File: config.mk
export PLATFORM = sky130hd
export DESIGN_NAME = heart_rate_averager_top
export DESIGN_NICKNAME = d
export VERILOG_FILES = /design/src/rtl/hra_pkg.sv /design/src/rtl/heart_rate_averager_top.sv /design/src/rtl/hra_div.sv /design/src/rtl/hra_ring.sv
export VERILOG_INCLUDE_DIRS = /design/src /design/src/rtl
export SDC_FILE = /design/constraint.sdc
export NUM_CORES = 1
export LEC_CHECK = 0
export BUFFER_PORTS_ARGS = -buffer_cell sky130_fd_sc_hd__buf_2
export CORE_MARGIN = 4
export CORE_UTILIZATION = 35
export CTS_CLUSTER_DIAMETER = 50
export DETAILED_ROUTE_END_ITERATION = 10
export SKIP_CTS_REPAIR_TIMING = 1
export SYNTH_ARGS = -nofsm -noshare
export SYNTH_HDL_FRONTEND = slang
export SYNTH_SLANG_ARGS = --single-unit
export TNS_END_PERCENT = 30
File: constraint.sdc
create_clock -name clk -period 10 [get_ports clk]
set_input_delay 2 -clock clk [delete_from_list [all_inputs] [get_ports clk]]
set_output_delay 2 -clock clk [all_outputs]
set_load 0.05 [all_outputs]
File: src/rtl/heart_rate_averager_top_macros.svh
// Assertion helpers for the heart rate averager.
`ifndef HEART_RATE_AVERAGER_TOP_MACROS_SVH
`define HEART_RATE_AVERAGER_TOP_MACROS_SVH

`ifndef SYNTHESIS
// same-cycle implication
`define HRA_ASSERT_NOW(label, ante, cons) \
    label: assert property (@(posedge clk) disable iff (!rst_n) (ante) |-> (cons)) \
        else $error("hra assertion failed");
// next-cycle implication
`define HRA_ASSERT_NEXT(label, ante, cons) \
    label: assert property (@(posedge clk) disable iff (!rst_n) (ante) |=> (cons)) \
        else $error("hra assertion failed");
`else
`define HRA_ASSERT_NOW(label, ante, cons)
`define HRA_ASSERT_NEXT(label, ante, cons)
`endif

`endif

File: src/rtl/hra_pkg.sv
`timescale 1ns / 1ps
package hra_pkg;

    localparam int RATE_COUNT = 4;
    localparam int IDX_W      = (RATE_COUNT > 1) ? $clog2(RATE_COUNT) : 1;
    localparam int SUM_W      = 8 + IDX_W;

    localparam int QUO_W = 16;
    localparam int CNT_W = $clog2(QUO_W);
    localparam logic [QUO_W-1:0] MS_PER_MINUTE = 16'd60000;

    localparam int CFG_W  = 18;
    localparam int CIDX_W = 2;

    localparam logic [CIDX_W-1:0] CFG_FINGER_THR = 2'd0;
    localparam logic [CIDX_W-1:0] CFG_MIN_RATE   = 2'd1;
    localparam logic [CIDX_W-1:0] CFG_MAX_RATE   = 2'd2;
    localparam logic [CIDX_W-1:0] CFG_ELEV_RATE  = 2'd3;

    localparam logic [17:0] FINGER_THR_RST = 18'd50000;
    localparam logic [7:0]  MIN_RATE_RST   = 8'd20;
    localparam logic [7:0]  MAX_RATE_RST   = 8'd255;
    localparam logic [7:0]  ELEV_RATE_RST  = 8'd100;

    typedef enum logic [1:0] {
        ST_IDLE,
        ST_DIV,
        ST_DONE
    } state_t;

    typedef struct packed {
        logic busy;
        logic done;
    } div_status_t;

    typedef struct packed {
        logic clear;
        logic write;
    } ring_ctl_t;

endpackage

File: src/rtl/heart_rate_averager_top.sv
`timescale 1ns / 1ps
// channel | handshake   | fields
// --------+-------------+--------------------------------------------------------------------
// in      | valid/ready | ir_level beat time_ms
// out     | valid/ready | finger_present beat_accepted instant_rate average_rate rate_elevated
// cfg     | cfg_wr_en   | cfg_index cfg_data
//
// A beat with a finger present: the sequencer runs the divider (16 divider steps), then one step to see done
// and one finish step that registers the result; the next item is accepted once the sequencer is idle again.
// Other items go straight from accept to the finish step.
// in_ready is high only while the sequencer is idle.
// The result register lets the next item enter while a result waits; the
// sequencer stalls in its finish step until that register is free.
// Reset restores the config, sequencer, last beat, instant rate and out_valid and empties the rate ring.
`include "heart_rate_averager_top_macros.svh"
module heart_rate_averager_top
(
    input  logic                          clk,
    input  logic                          rst_n,
    input  logic                          in_valid,
    output logic                          in_ready,
    input  logic [17:0]                   ir_level,
    input  logic                          beat,
    input  logic [31:0]                   time_ms,
    output logic                          out_valid,
    input  logic                          out_ready,
    output logic                          finger_present,
    output logic                          beat_accepted,
    output logic [15:0]                   instant_rate,
    output logic [7:0]                    average_rate,
    output logic                          rate_elevated,
    input  logic                          cfg_wr_en,
    input  logic [hra_pkg::CIDX_W-1:0]    cfg_index,
    input  logic [hra_pkg::CFG_W-1:0]     cfg_data
);

    hra_pkg::state_t      state_reg, state_next;
    hra_pkg::div_status_t div_status;
    hra_pkg::ring_ctl_t   ring_ctl;

    logic [17:0] finger_thr_reg;
    logic [7:0]  min_rate_reg, max_rate_reg, elev_rate_reg;

    logic        finger_reg, beat_reg, zero_reg;
    logic [31:0] time_reg, last_beat_reg;
    logic [15:0] instant_reg;

    logic        out_valid_reg;
    logic        out_finger_reg, out_accept_reg, out_elev_reg;
    logic [15:0] out_instant_reg;
    logic [7:0]  out_avg_reg;

    logic        in_fire, finish, div_start, rem_nonzero;
    logic [31:0] delta;
    logic [15:0] quotient, rate_q;
    logic        accept;
    logic [7:0]  avg_now, avg_after, avg_sel;

    assign in_ready = (state_reg == hra_pkg::ST_IDLE);
    assign in_fire  = in_valid && in_ready;
    assign delta    = time_ms - last_beat_reg;

    always_ff @(posedge clk or negedge rst_n)
    begin
        if (!rst_n)
        begin
            finger_thr_reg <= hra_pkg::FINGER_THR_RST;
            min_rate_reg   <= hra_pkg::MIN_RATE_RST;
            max_rate_reg   <= hra_pkg::MAX_RATE_RST;
            elev_rate_reg  <= hra_pkg::ELEV_RATE_RST;
        end
        else if (cfg_wr_en)
        begin
            case (cfg_index)
                hra_pkg::CFG_FINGER_THR: finger_thr_reg <= cfg_data;
                hra_pkg::CFG_MIN_RATE:   min_rate_reg   <= cfg_data[7:0];
                hra_pkg::CFG_MAX_RATE:   max_rate_reg   <= cfg_data[7:0];
                hra_pkg::CFG_ELEV_RATE:  elev_rate_reg  <= cfg_data[7:0];
                default: ;
            endcase
        end
    end

    always_comb
    begin
        state_next = state_reg;
        div_start  = 1'b0;
        finish     = 1'b0;
        case (state_reg)
            hra_pkg::ST_IDLE:
            begin
                if (in_fire)
                begin
                    if ((ir_level >= finger_thr_reg) && beat)
                    begin
                        div_start  = 1'b1;
                        state_next = hra_pkg::ST_DIV;
                    end
                    else
                    begin
                        state_next = hra_pkg::ST_DONE;
                    end
                end
            end
            hra_pkg::ST_DIV:
            begin
                if (div_status.done)
                begin
                    state_next = hra_pkg::ST_DONE;
                end
            end
            hra_pkg::ST_DONE:
            begin
                if (!out_valid_reg || out_ready)
                begin
                    finish     = 1'b1;
                    state_next = hra_pkg::ST_IDLE;
                end
            end
            default: state_next = hra_pkg::ST_IDLE;
        endcase
    end

    always_ff @(posedge clk or negedge rst_n)
    begin
        if (!rst_n)
        begin
            state_reg <= hra_pkg::ST_IDLE;
        end
        else
        begin
            state_reg <= state_next;
        end
    end

    hra_div u_div
    (
        .clk         (clk),
        .rst_n       (rst_n),
        .start       (div_start),
        .divisor     (delta),
        .status      (div_status),
        .quotient    (quotient),
        .rem_nonzero (rem_nonzero)
    );

    // min*d < 60000 iff min < q, or min == q with a remainder; max*d > 60000 iff max > q
    always_comb
    begin
        rate_q = zero_reg ? hra_pkg::MS_PER_MINUTE : quotient;
        accept = finger_reg && beat_reg && !zero_reg
                 && ((16'(min_rate_reg) < quotient)
                     || ((16'(min_rate_reg) == quotient) && rem_nonzero))
                 && (16'(max_rate_reg) > quotient);
        ring_ctl.clear = finish && !finger_reg;
        ring_ctl.write = finish && accept;
        avg_sel = !finger_reg ? 8'd0 : (accept ? avg_after : avg_now);
    end

    hra_ring u_ring
    (
        .clk             (clk),
        .rst_n           (rst_n),
        .ctl             (ring_ctl),
        .rate            (rate_q[7:0]),
        .avg             (avg_now),
        .avg_after_write (avg_after)
    );

    always_ff @(posedge clk)
    begin
        if (in_fire)
        begin
            finger_reg <= (ir_level >= finger_thr_reg);
            beat_reg   <= beat;
            zero_reg   <= (delta == '0);
            time_reg   <= time_ms;
        end
    end

    always_ff @(posedge clk or negedge rst_n)
    begin
        if (!rst_n)
        begin
            last_beat_reg <= '0;
            instant_reg   <= '0;
        end
        else if (finish)
        begin
            if (!finger_reg)
            begin
                last_beat_reg <= '0;
                instant_reg   <= '0;
            end
            else if (beat_reg)
            begin
                last_beat_reg <= time_reg;
                instant_reg   <= rate_q;
            end
        end
    end

    always_ff @(posedge clk or negedge rst_n)
    begin
        if (!rst_n)
        begin
            out_valid_reg <= 1'b0;
        end
        else if (finish)
        begin
            out_valid_reg <= 1'b1;
        end
        else if (out_ready)
        begin
            out_valid_reg <= 1'b0;
        end
    end

    always_ff @(posedge clk)
    begin
        if (finish)
        begin
            out_finger_reg  <= finger_reg;
            out_accept_reg  <= accept;
            out_instant_reg <= !finger_reg ? 16'd0 : (beat_reg ? rate_q : instant_reg);
            out_avg_reg     <= avg_sel;
            out_elev_reg    <= finger_reg && (avg_sel >= elev_rate_reg);
        end
    end

    assign out_valid      = out_valid_reg;
    assign finger_present = out_finger_reg;
    assign beat_accepted  = out_accept_reg;
    assign instant_rate   = out_instant_reg;
    assign average_rate   = out_avg_reg;
    assign rate_elevated  = out_elev_reg;

    `HRA_ASSERT_NOW(a_accept_needs_finger, out_valid && beat_accepted, finger_present)
    `HRA_ASSERT_NOW(a_no_finger_clear, out_valid && !finger_present, (instant_rate == 16'd0) && (average_rate == 8'd0) && !rate_elevated)
    `HRA_ASSERT_NEXT(a_div_start_busy, div_start, div_status.busy && (state_reg == hra_pkg::ST_DIV))
    `HRA_ASSERT_NOW(a_accept_rate_small, out_valid && beat_accepted, instant_rate < 16'd255)

endmodule

File: src/rtl/hra_div.sv
`timescale 1ns / 1ps
// Restoring divider: 60000 / divisor, one quotient bit per cycle.
module hra_div
(
    input  logic                        clk,
    input  logic                        rst_n,
    input  logic                        start,
    input  logic [31:0]                 divisor,
    output hra_pkg::div_status_t        status,
    output logic [hra_pkg::QUO_W-1:0]   quotient,
    output logic                        rem_nonzero
);

    logic [31:0]                 divisor_reg;
    logic [hra_pkg::QUO_W-1:0]   quo_reg, quo_next;
    logic [hra_pkg::QUO_W-1:0]   rem_reg, rem_next;
    logic [hra_pkg::CNT_W-1:0]   cnt_reg;
    logic                        busy_reg, done_reg;
    logic [hra_pkg::QUO_W:0]     trial;
    logic                        fits;

    // quo_reg holds the remaining dividend bits on the left, quotient bits enter on the right
    always_comb
    begin
        trial    = {rem_reg, quo_reg[hra_pkg::QUO_W-1]};
        fits     = {15'd0, trial} >= divisor_reg;
        rem_next = fits ? 16'(trial - divisor_reg[hra_pkg::QUO_W:0]) : trial[hra_pkg::QUO_W-1:0];
        quo_next = {quo_reg[hra_pkg::QUO_W-2:0], fits};
    end

    always_ff @(posedge clk or negedge rst_n)
    begin
        if (!rst_n)
        begin
            busy_reg <= 1'b0;
            done_reg <= 1'b0;
            cnt_reg  <= '0;
        end
        else
        begin
            done_reg <= 1'b0;
            if (start)
            begin
                busy_reg <= 1'b1;
                cnt_reg  <= hra_pkg::CNT_W'(hra_pkg::QUO_W - 1);
            end
            else if (busy_reg)
            begin
                cnt_reg <= cnt_reg - 1'b1;
                if (cnt_reg == '0)
                begin
                    busy_reg <= 1'b0;
                    done_reg <= 1'b1;
                end
            end
        end
    end

    always_ff @(posedge clk)
    begin
        if (start)
        begin
            divisor_reg <= divisor;
            quo_reg     <= hra_pkg::MS_PER_MINUTE;
            rem_reg     <= '0;
        end
        else if (busy_reg)
        begin
            quo_reg <= quo_next;
            rem_reg <= rem_next;
        end
    end

    assign status.busy = busy_reg;
    assign status.done = done_reg;
    assign quotient    = quo_reg;
    assign rem_nonzero = (rem_reg != '0);

endmodule

File: src/rtl/hra_ring.sv
`timescale 1ns / 1ps
// Rate ring with a running sum; average = sum / RATE_COUNT.
module hra_ring
(
    input  logic                 clk,
    input  logic                 rst_n,
    input  hra_pkg::ring_ctl_t   ctl,
    input  logic [7:0]           rate,
    output logic [7:0]           avg,
    output logic [7:0]           avg_after_write
);

    logic [7:0]                  ring_reg [hra_pkg::RATE_COUNT];
    logic [hra_pkg::IDX_W-1:0]   idx_reg;
    logic [hra_pkg::SUM_W-1:0]   sum_reg, sum_next;
    logic [7:0]                  avg_reg;
    logic [hra_pkg::SUM_W-1:0]   avg_wide;

    always_comb
    begin
        sum_next        = sum_reg - hra_pkg::SUM_W'(ring_reg[idx_reg])
                          + hra_pkg::SUM_W'(rate);
        avg_wide        = sum_next / hra_pkg::SUM_W'(hra_pkg::RATE_COUNT);
        avg_after_write = avg_wide[7:0];
    end

    always_ff @(posedge clk or negedge rst_n)
    begin
        if (!rst_n)
        begin
            for (int i = 0; i < hra_pkg::RATE_COUNT; i++)
            begin
                ring_reg[i] <= '0;
            end
            idx_reg <= '0;
            sum_reg <= '0;
            avg_reg <= '0;
        end
        else if (ctl.clear)
        begin
            for (int i = 0; i < hra_pkg::RATE_COUNT; i++)
            begin
                ring_reg[i] <= '0;
            end
            idx_reg <= '0;
            sum_reg <= '0;
            avg_reg <= '0;
        end
        else if (ctl.write)
        begin
            ring_reg[idx_reg] <= rate;
            sum_reg           <= sum_next;
            avg_reg           <= avg_after_write;
            if (idx_reg == hra_pkg::IDX_W'(hra_pkg::RATE_COUNT - 1))
            begin
                idx_reg <= '0;
            end
            else
            begin
                idx_reg <= idx_reg + 1'b1;
            end
        end
    end

    assign avg = avg_reg;

endmodule

Word level (Yosys, flattened, before mapping)

Cells that the tools add are included.

Bits in registers: 277
Latch bits: 0
Memory bits (writable): 0
Bits in read-only memories: 0
Input bits: 76
Memories: 0

$add $sub $neg: 6
$mul: 0
Div/mod/pow operators: 0
$lt $le $gt $ge: 7
Eq/ne operators: 11
Shifts and indexed selects: 0
Mux-type cells: 43
Bitwise operators: 1
Reduce and logical (&&, ||, !) cells: 30

Operator list:

| operator           | count |
|---|---|
| $mux 32            | 4 |
| $mux 16            | 4 |
| $mux 8             | 7 |
| $bwmux 32          | 1 |
| $ge 17x32->1       | 1 |
| $logic_not 32->1   | 1 |
| $sub 32x32->32     | 1 |
| $mux 10            | 2 |
| $ge 18x18->1       | 1 |
| $bmux 8 s2         | 1 |
| $demux 8 s2        | 1 |
| $eq 8x16->1        | 1 |
| $gt 8x16->1        | 1 |
| $lt 8x16->1        | 1 |
| $reduce_bool 16->1 | 1 |
| $sub 16x16->16     | 1 |
| $mux 2             | 7 |
| $mux 1             | 13 |
| $logic_and 1x1->1  | 11 |
| $add 10x8->10      | 1 |
| $reduce_and 2->1   | 5 |
| $sub 10x8->10      | 1 |
| $eq 2x2->1 const B | 4 |
| $ge 8x8->1         | 1 |
| 16 further kinds   | 26 |

Depth between registers and ports, before layout

Gate-level depths: netlist (run 1).

Word-level depth: 10
Depth in mapped cells: 22

Cells and area by module

Synthesis (run 1) repeated with hierarchy kept, for this count alone.

Cells, all modules: 1,464
Area, all modules: 15,159.5 µm²

By module, submodules not included:

| module                  | instances | cells each | area each (µm²) | sequential area each (µm²) |
|---|---|---|---|---|
| heart_rate_averager_top | 1         | 786        | 8,623.3         | 4,212.8 |
| hra_div                 | 1         | 355        | 3,618.5         | 1,751.7 |
| hra_ring                | 1         | 323        | 2,917.8         | 1,101.1 |

Worst setup path after synthesis (run 1)

No wires, ideal clock.

Kind: input-to-reg
From: input ir_level[0]
To: register u_div.divisor_reg[0], enable pin
Library setup time: 409 ps
Data arrival time: 4,438 ps
Required time: 9,591 ps
Setup slack: 5,153 ps
Stages: 12
Buffers on the path: 2
Cell sequence: inv_1 -> ha_1 -> nand2b_1 -> a21o_1 -> a21oi_1 -> o21ai_1 -> o221a_2 -> o21ai_0 -> o21ai_1 -> and3_1 -> clkbuf_1 -> clkbuf_1

Word-level cells in the longest chain between the ends: 5

RTL lines:

| what                 | line                          | source |
|---|---|---|
| from (decl)          | heart_rate_averager_top.sv:22 | `input logic [17:0] ir_level,` |
| $ge 18x18->1         | heart_rate_averager_top.sv:94 | `if ((ir_level >= finger_thr_reg) && beat)` |
| $logic_and 1x1->1    | heart_rate_averager_top.sv:94 |  |
| $mux 1               | heart_rate_averager_top.sv:94 |  |
| $mux 1               | heart_rate_averager_top.sv:92 | `if (in_fire)` |
| $mux 1               | heart_rate_averager_top.sv:89 | `case (state_reg)` |
| via div_start        | heart_rate_averager_top.sv:53 | `logic in_fire, finish, div_start, rem_nonzero;` |
| to (signal assigned) | hra_div.sv:63                 | `divisor_reg <= divisor;` |
| to (decl)            | hra_div.sv:14                 | `logic [31:0] divisor_reg;` |

The timed path passes the listed nets, and every way through them passes these cells.
A chain may end at the register's enable or synchronous reset.

Worst setup path in the final report (run 1)

From: register u_ring.idx_reg[0] (netlist name)
To: register out_elev_reg, in the netlist rate_elevated (data pin)

Word-level cells in the longest chain between the ends: 10

RTL lines:

| what                                      | line                           | source |
|---|---|---|
| from (decl)                               | hra_ring.sv:14                 | `logic [hra_pkg::IDX_W-1:0] idx_reg;` |
| from (signal assigned)                    | hra_ring.sv:60                 | `idx_reg <= idx_reg + 1'b1;` |
| $not 2->3 (implied by the code)           | hra_ring.sv:21                 | `sum_next = sum_reg - hra_pkg::SUM_W'(ring_reg[idx_reg])` |
| $bmux 8 s2                                | hra_ring.sv:21                 |  |
| $mux 8 (implied by the code) (2 in a row) | hra_ring.sv:21                 |  |
| $sub 10x8->10                             | hra_ring.sv:21                 |  |
| $add 10x8->10                             | hra_ring.sv:22                 | `+ hra_pkg::SUM_W'(rate);` |
| $mux 8 (2 in a row)                       | heart_rate_averager_top.sv:157 | `avg_sel = !finger_reg ? 8'd0 : (accept ? avg_after : avg_now);` |
| $ge 8x8->1                                | heart_rate_averager_top.sv:227 | `out_elev_reg <= finger_reg && (avg_sel >= elev_rate_reg);` |
| $logic_and 1x1->1                         | heart_rate_averager_top.sv:227 |  |
| to (signal assigned)                      | heart_rate_averager_top.sv:227 |  |
| to (decl)                                 | heart_rate_averager_top.sv:49  | `logic out_finger_reg, out_accept_reg, out_elev_reg;` |

No other way between the ends. The select of a mux whose other input is x is not followed.

==> results.txt, run 1 <==
----------------------------------------------------
[Outcome]
  Result of the run ... completed

[Worst setup path]
  Cell family with the largest share of critical-path delay ... compound AO/OA/AOI/OAI gates
  Critical path cell sequence ... mux4_2 > ha_1 > inv_1 > ha_1 > inv_1 > fa_1 > xor2_1 > nor2_1 > a31oi_1 > ha_1 > nand2b_1 > a21o_1 > a21o_1 > a21o_1 > a21oi_1 > nor2b_1 > o21ai_0 > nand2b_1 > a21oi_1 > nor2_1
  Count of buffer and inverter cells on the critical path ... 2
  Critical path arrival ... 5.13 ns
  Required arrival time at the worst endpoint ... 10.26 ns
  Category of the worst setup path launch point ... flip-flop
  Cell with the largest stage delay on the worst path ... sky130_fd_sc_hd__dfrtp_1
  Path type of the worst setup path ... flip-flop to flip-flop
  Delay contributed by the slowest stage of the critical path ... 0.80 ns
  Crit path max fanout ... 13
  Total number of cells along the worst setup path ... 20
  Setup crit end kind ... flip-flop
  Worst R2R Path Depth ... 20

[GRT]
  All-layer global routing usage ... 14.6%
  Number of antenna violations at the first check in global routing ... 0
  Number of global-route vias before repair ... 10,400
  First-pass GRT wire length ... 53,700 um
  Global-route congestion overflow total ... 0
  Pin count of the biggest net entering global routing ... 77

[Floorplan]
  Initial cell density of the core ... 35.6%
  Top-Level Pins ... 105
  Die area ... 0.0451 mm2
  Core box area ... 0.0410 mm2
  Width of the chip ... 212 um
  Site row count ... 74
  Die span in y ... 212 um

[Power]
  Sw Ratio ... 38.7%
  Power per Cell Area ... 312 mW/mm2
  Internal power ... 3.25 mW
  Power share of the sequential group ... 32.5%
  Peak supply drop ... 0.159 mV
  Combinational power share ... 42.9%
  Clock Power Share ... 24.6%
  Leak pwr ... 7.47 nW
  Reported net switching power ... 2.05 mW

[Timing]
  Max transition margin ... 32.9%
  Final max-slew violation count ... 0
  Min Clock Period, post-route ... 4.86 ns
  Final setup violation count ... 0
  Slew of the pin with the lowest slew margin ... 1.01 ns
  Crit share post-route ... 48.6%
  Unrepaired setup endpoints after global routing ... no
  Total count of hold-check failures in the final report ... 0
  Setup TNS ... 0 ns
  Worst-case clock skew ... 0.0285 ns
  Maximum clock rate ... 0.206 GHz

[Synth]
  Number of enable-type register cells in the synthesized netlist ... 94
  Portion of the post-synthesis area used by sequential elements ... 48.4%
  Dominant register cell in the synthesized netlist ... sky130_fd_sc_hd__dfrtp_1
  Yosys reg bits ... 269
  Avg Inst Size Synth ... 10.6 um2
  Number of distinct standard cells referenced by the synthesized netlist ... 71
  Netlist area before placement ... 0.0146 mm2
  Post-synthesis async set-or-reset flop share ... 53.2%
  Number of instances in the synthesized netlist ... 1,383
  Count of yosys warnings during synthesis ... 0
  Syn Nets ... 1,574

[Final layout]
  Area occupied by multi-input gates ... 0.00689 mm2
  Area Growth Syn to Fin ... 16.2%
  Proportion of layout cells with a drive suffix above 1 ... 17.7%
  Diode insertion count for antenna repair ... 0
  Total Nets Final ... 1,682
  Most common cell after layout, fill and taps aside ... sky130_fd_sc_hd__inv_1
  Combined flip-flop and latch cell area ... 0.00707 mm2
  Final Util ... 41.4%
  Leading cell types in the layout, fill and taps excluded ... 132 x sky130_fd_sc_hd__inv_1, 124 x sky130_fd_sc_hd__dfrtp_1, 116 x sky130_fd_sc_hd__nor2_1
  Filler instances ... 3,949

[Place]
  Gp weighted congestion ... 0.859
  Post-detail-place hpwl ... 23,500 um
  Buffers on Ports ... 104

[Route]
  Avg WL per Cell ... 16.0 um
  Initial drt markers ... 479
  Count of nets left with antenna violations after detail routing ... 0
  TritonRoute pass-1 iters ... 8
  Post-DR vias/cell ... 5.06
  Via total after detailed routing ... 10,400
  Total wirelength of the detailed-routed design ... 32,900 um
  Residual DRC ... 0

[Min path]
  Cell depth of the worst hold path ... 1
  Worst Hold Class ... flip-flop to flip-flop

[Clock network]
  Clock-pin slew on the worst setup and hold paths ... 0.06 ns
  Clock root buffer master ... sky130_fd_sc_hd__clkbuf_16
  Number of H-tree levels ... 2
  Max Root-Sink Buffers ... 3
  CTS tree ... done
  Clock sink total ... 269
  Skew-Pair Late Insertion Delay ... 0.54 ns
  Number of buffers added by the clock tree synthesis step ... 38

[Flow run]
  Max-Cap Viols ... 0

----------------------------------------------------
## power by group through the flow
| stage | combinational, mW | sequential [mW] | clock [mW] |
|---|---|---|---|
| after floorplan | 1.69 | 1.79 | 0 |
| after global placement | 2.23 | 1.73 | 0 |
| after detailed placement | 2.28 | 1.74 | 0 |
| after CTS | 2.29 | 1.72 | 1.34 |
| after global routing | 2.57 | 1.76 | 1.39 |
| final | 2.27 | 1.72 | 1.30 |
## cell type report
class / count / area share, %
repair buffers: 115 / 3.59
well taps: 532 / 3.92
inverters: 133 / 2.94
multi-input cells: 934 / 40.6
flip-flops and latches: 269 / 41.6
clock inverters: 20 / 1.04
clock buffers: 50 / 6.29
## synthesized netlist by cell type (28+ instances only)
cell | number | share of area, %
sky130_fd_sc_hd__nand2_1 | 84 | 2.2
sky130_fd_sc_hd__a22o_1 | 37 | 2.2
sky130_fd_sc_hd__dfxtp_1 | 32 | 4.4
sky130_fd_sc_hd__nor2_1 | 116 | 3.0
sky130_fd_sc_hd__edfxtp_1 | 94 | 19
sky130_fd_sc_hd__dfrtp_1 | 124 | 21
sky130_fd_sc_hd__ha_1 | 105 | 9.0
sky130_fd_sc_hd__a21oi_1 | 62 | 2.1
sky130_fd_sc_hd__a21o_1 | 30 | 1.5
sky130_fd_sc_hd__mux2_2 | 47 | 3.6
sky130_fd_sc_hd__clkbuf_1 | 44 | 1.1
sky130_fd_sc_hd__xnor2_1 | 28 | 1.7
sky130_fd_sc_hd__inv_1 | 132 | 3.4
sky130_fd_sc_hd__nand3_1 | 30 | 1.0
sky130_fd_sc_hd__o21ai_0 | 78 | 2.7
sky130_fd_sc_hd__mux2i_1 | 30 | 2.1
## routing by layer
| layer | vias up | wire, um | track usage, % |
|---|---|---|---|
| li1 | 5182 | - | - |
| met1 | 4971 | 15300 | 19.8 |
| met2 | 184 | 15600 | 24.5 |
| met3 | 51 | 1430 | 2.36 |
| met4 | 0 | 643 | 3.91 |
| met5 | - | 0 | 0 |
## path summary, 6_finish.rpt
| path | start | endpoint | slack, ns |
|---|---|---|---|
| worst max-delay path | u_ring.idx_reg[0] | rate_elevated | 5.14 |
| worst min-delay path | time_reg[30] | last_beat_reg[30] | 0.45 |
| worst max register to register | u_ring.idx_reg[0] | rate_elevated | 5.14 |
| worst min register to register | time_reg[30] | last_beat_reg[30] | 0.45 |
| max in group asynchronous | rst_n | last_beat_reg[23] | 7.03 |
| min in group asynchronous | rst_n | finger_thr_reg[7] | 1.49 |
## logic make-up (layout without fill, tap and decap cells)
logic type      after synthesis  after routing  synth area share [%]
flops                       269            269                  48.4
mux                          85             85                  6.91
xor+xnor                     43             43                  2.58
fa+ha+maj                   115            115                  10.4
simple gates                359            359                  11.9
compound gates              332            332                  15.2
buf+inv                     180            318                  4.63
## metrics by stage
| step | setup WS, ns | std cells | area (um2) | power (mW) | hold WS, ns |
|---|---|---|---|---|---|
| 2_1_floorplan | 5.15 | 1383 | 14600 | 3.48 | 0.424 |
| 4_1_cts | 5.10 | 2053 | 17000 | 5.35 | 0.460 |
| 5_1_grt | 4.79 | 2053 | 17000 | 5.72 | 0.472 |
| 3_5_place_dp | 4.69 | 1983 | 15700 | 4.02 | 0.449 |
| 3_3_place_gp | 4.77 | 1983 | 15700 | 3.97 | 0.445 |
| 6_report | 5.14 | 2053 | 17000 | 5.30 | 0.449 |
(Power assumes the default switching activity.)
==> inputs of run 2 (changes only) <==
- clock period: 10 -> 4.3 ns (I/O delays scaled with it)
==> run 2 against run 1 <==
Against the previous run: final cell count increased by 0.97%; clock skew shrank 0.0065 ns; critical endpoint unchanged; die area did not move; register-to-register slack lost 4.9 ns; count of clock-buffer cells in the layout rose by 3; design area is 1.3% higher; sequential share of layout area decreased by 0.54 points; setup slack worse by 4.9 ns; clock power increased by 130%; routed wire length rose by 2.4%; worst hold slack got worse by 0.0036 ns.
==> results.txt, run 2 (synthesis gave the netlist of run 1 again) <==
----------------------------------------------------
[Outcome]
  Result of the run ... completed

[Timing]
  Slew of the pin with the lowest slew margin ... 0.964 ns
  Worst-case clock skew ... 0.0220 ns
  Total count of hold-check failures in the final report ... 0
  Final hold slack ... 0.445 ns
  Max transition margin ... 35.1%
  Crit share post-route ... 95.5%
  Final max-slew violation count ... 0
  Min Clock Period, post-route ... 4.11 ns
  Final setup violation count ... 0
  Setup TNS ... 0 ns
  Maximum clock rate ... 0.243 GHz
  Post-layout worst setup margin ... 0.192 ns

[Worst setup path]
  Worst setup path startpoint ... u_ring.idx_reg[0]
  Path type of the worst setup path ... flip-flop to flip-flop
  Worst setup path endpoint ... rate_elevated
  Category of the worst setup path launch point ... flip-flop
  End of the worst register-to-register path ... rate_elevated
  Setup crit end kind ... flip-flop
  Critical path arrival ... 4.36 ns
  Worst R2R Path Depth ... 20
  Worst reg2reg path startpoint ... u_ring.idx_reg[0]
  Crit path max fanout ... 4
  Required arrival time at the worst endpoint ... 4.55 ns
  Reg2Reg Setup Slack ... 0.19 ns

[Route]
  Count of nets left with antenna violations after detail routing ... 0
  Initial drt markers ... 469
  Post-DR vias/cell ... 5.07
  Residual DRC ... 0
  Via total after detailed routing ... 10,500
  TritonRoute pass-1 iters ... 5
  Avg WL per Cell ... 16.3 um
  Total wirelength of the detailed-routed design ... 33,700 um

[GRT]
  Number of global-route vias before repair ... 10,600
  All-layer global routing usage ... 14.9%
  Global-route congestion overflow total ... 0
  Number of antenna violations at the first check in global routing ... 0
  First-pass GRT wire length ... 54,900 um
  Pin count of the biggest net entering global routing ... 91

[Place]
  Number of placed cells counting well taps ... 2,006
  Buffers on Ports ... 104
  Setup Slack @ Placement ... -0.0695 ns
  Gp weighted congestion ... 0.880
  Post-detail-place hpwl ... 24,400 um

[Floorplan]
  Core box area ... 0.0410 mm2
  Die area ... 0.0451 mm2
  Die span in y ... 212 um
  Site row count ... 74
  Initial cell density of the core ... 35.6%
  Top-Level Pins ... 105
  Width of the chip ... 212 um

[Clock network]
  Number of H-tree levels ... 2
  CTS tree ... done
  Clock root buffer master ... sky130_fd_sc_hd__clkbuf_16
  Number of buffers added by the clock tree synthesis step ... 35
  Max Root-Sink Buffers ... 3
  Clock-pin slew on the worst setup and hold paths ... 0.06 ns
  Skew-Pair Late Insertion Delay ... 0.52 ns
  Clock sink total ... 269

[Power]
  Leak pwr ... 7.58 nW
  Power per Cell Area ... 727 mW/mm2
  Peak supply drop ... 0.425 mV

[Final layout]
  Final cell count without fillers ... 2,073
  Final Util ... 41.9%
  Area Growth Syn to Fin ... 17.7%
  Most common cell after layout, fill and taps aside ... sky130_fd_sc_hd__inv_1
  Combined flip-flop and latch cell area ... 0.00707 mm2
  Total Nets Final ... 1,706
  Diode insertion count for antenna repair ... 0
  Area occupied by multi-input gates ... 0.00694 mm2
  Proportion of layout cells with a drive suffix above 1 ... 19.3%
  Leading cell types in the layout, fill and taps excluded ... 131 x sky130_fd_sc_hd__inv_1, 123 x sky130_fd_sc_hd__dfrtp_1, 116 x sky130_fd_sc_hd__nor2_1
  Filler instances ... 3,916

[Min path]
  Worst Hold Class ... input port to asynchronous set/reset pin

[Flow run]
  Max-Cap Viols ... 0

----------------------------------------------------
run 2: cell types whose count changed in the layout (fill, tap and decap cells not counted), sizes merged:
cell,delta
buf,+27
clkinv,-7
clkbuf,+3
clkinvlp,-3
bufinv,+2
inv,-2
run 2: worst max-delay path, stage by stage, from the launching register on:
cell	delay, ns
sky130_fd_sc_hd__dfrtp_2	0.41
sky130_fd_sc_hd__mux4_2	0.54
sky130_fd_sc_hd__ha_4	0.22
sky130_fd_sc_hd__inv_1	0.05
sky130_fd_sc_hd__ha_2	0.17
sky130_fd_sc_hd__inv_1	0.06
sky130_fd_sc_hd__fa_2	0.42
sky130_fd_sc_hd__xor2_2	0.17
sky130_fd_sc_hd__nor2_1	0.06
sky130_fd_sc_hd__a31oi_1	0.24
sky130_fd_sc_hd__ha_1	0.27
sky130_fd_sc_hd__nand2b_1	0.14
sky130_fd_sc_hd__a21o_1	0.18
sky130_fd_sc_hd__a21o_1	0.17
sky130_fd_sc_hd__a21o_1	0.18
sky130_fd_sc_hd__a21oi_2	0.13
sky130_fd_sc_hd__nor2b_1	0.05
sky130_fd_sc_hd__o21ai_1	0.11
sky130_fd_sc_hd__nand2b_1	0.08
sky130_fd_sc_hd__a21oi_2	0.13
sky130_fd_sc_hd__nor2_1	0.05
run 2: metal layers:
metal  GRT usage [%]  vias up  wire length (um)
li1                -     5224                 -
met1            20.1     5039             15700
met2            24.9      193             16000
met3            2.36       50              1380
met4            4.26        0               722
met5               0        -                 0
run 2: layout make-up:
type	instances	share of cell area, %
flip-flops and latches	269	41.1
multi-input cells	934	40.4
repair buffers	142	4.94
clock inverters	10	0.779
clock buffers	53	6.03
inverters	133	2.90
well taps	532	3.87
run 2: per-stage QoR:
| stage | instance area, um2 | total power, mW |
|---|---|---|
| after floorplan | 14600 | 8.09 |
| after global placement | 15900 | 9.36 |
| after detailed placement | 15900 | 9.48 |
| after CTS | 17100 | 12.5 |
| after global routing | 17200 | 13.5 |
| final | 17200 | 12.5 |
run 2: worst min-delay path by stage:
stage                       startpoint  cells after the start            endpoint  slack, ns
after floorplan             finger_reg                      0      finger_present       0.42
after global placement    time_reg[14]                      1   last_beat_reg[14]       0.45
after detailed placement   time_reg[7]                      1    last_beat_reg[7]       0.45
after CTS                  time_reg[7]                      1    last_beat_reg[7]       0.46
after global routing       time_reg[3]                      1    last_beat_reg[3]       0.47
final                            rst_n                      1  finger_thr_reg[11]       0.45
run 2: where the power goes:
| group | switching, mW | internal [mW] |
|---|---|---|
| clock | 1.08 | 1.85 |
| combinational | 3.23 | 2.33 |
| sequential | 0.448 | 3.55 |
| total | 4.76 | 7.74 |
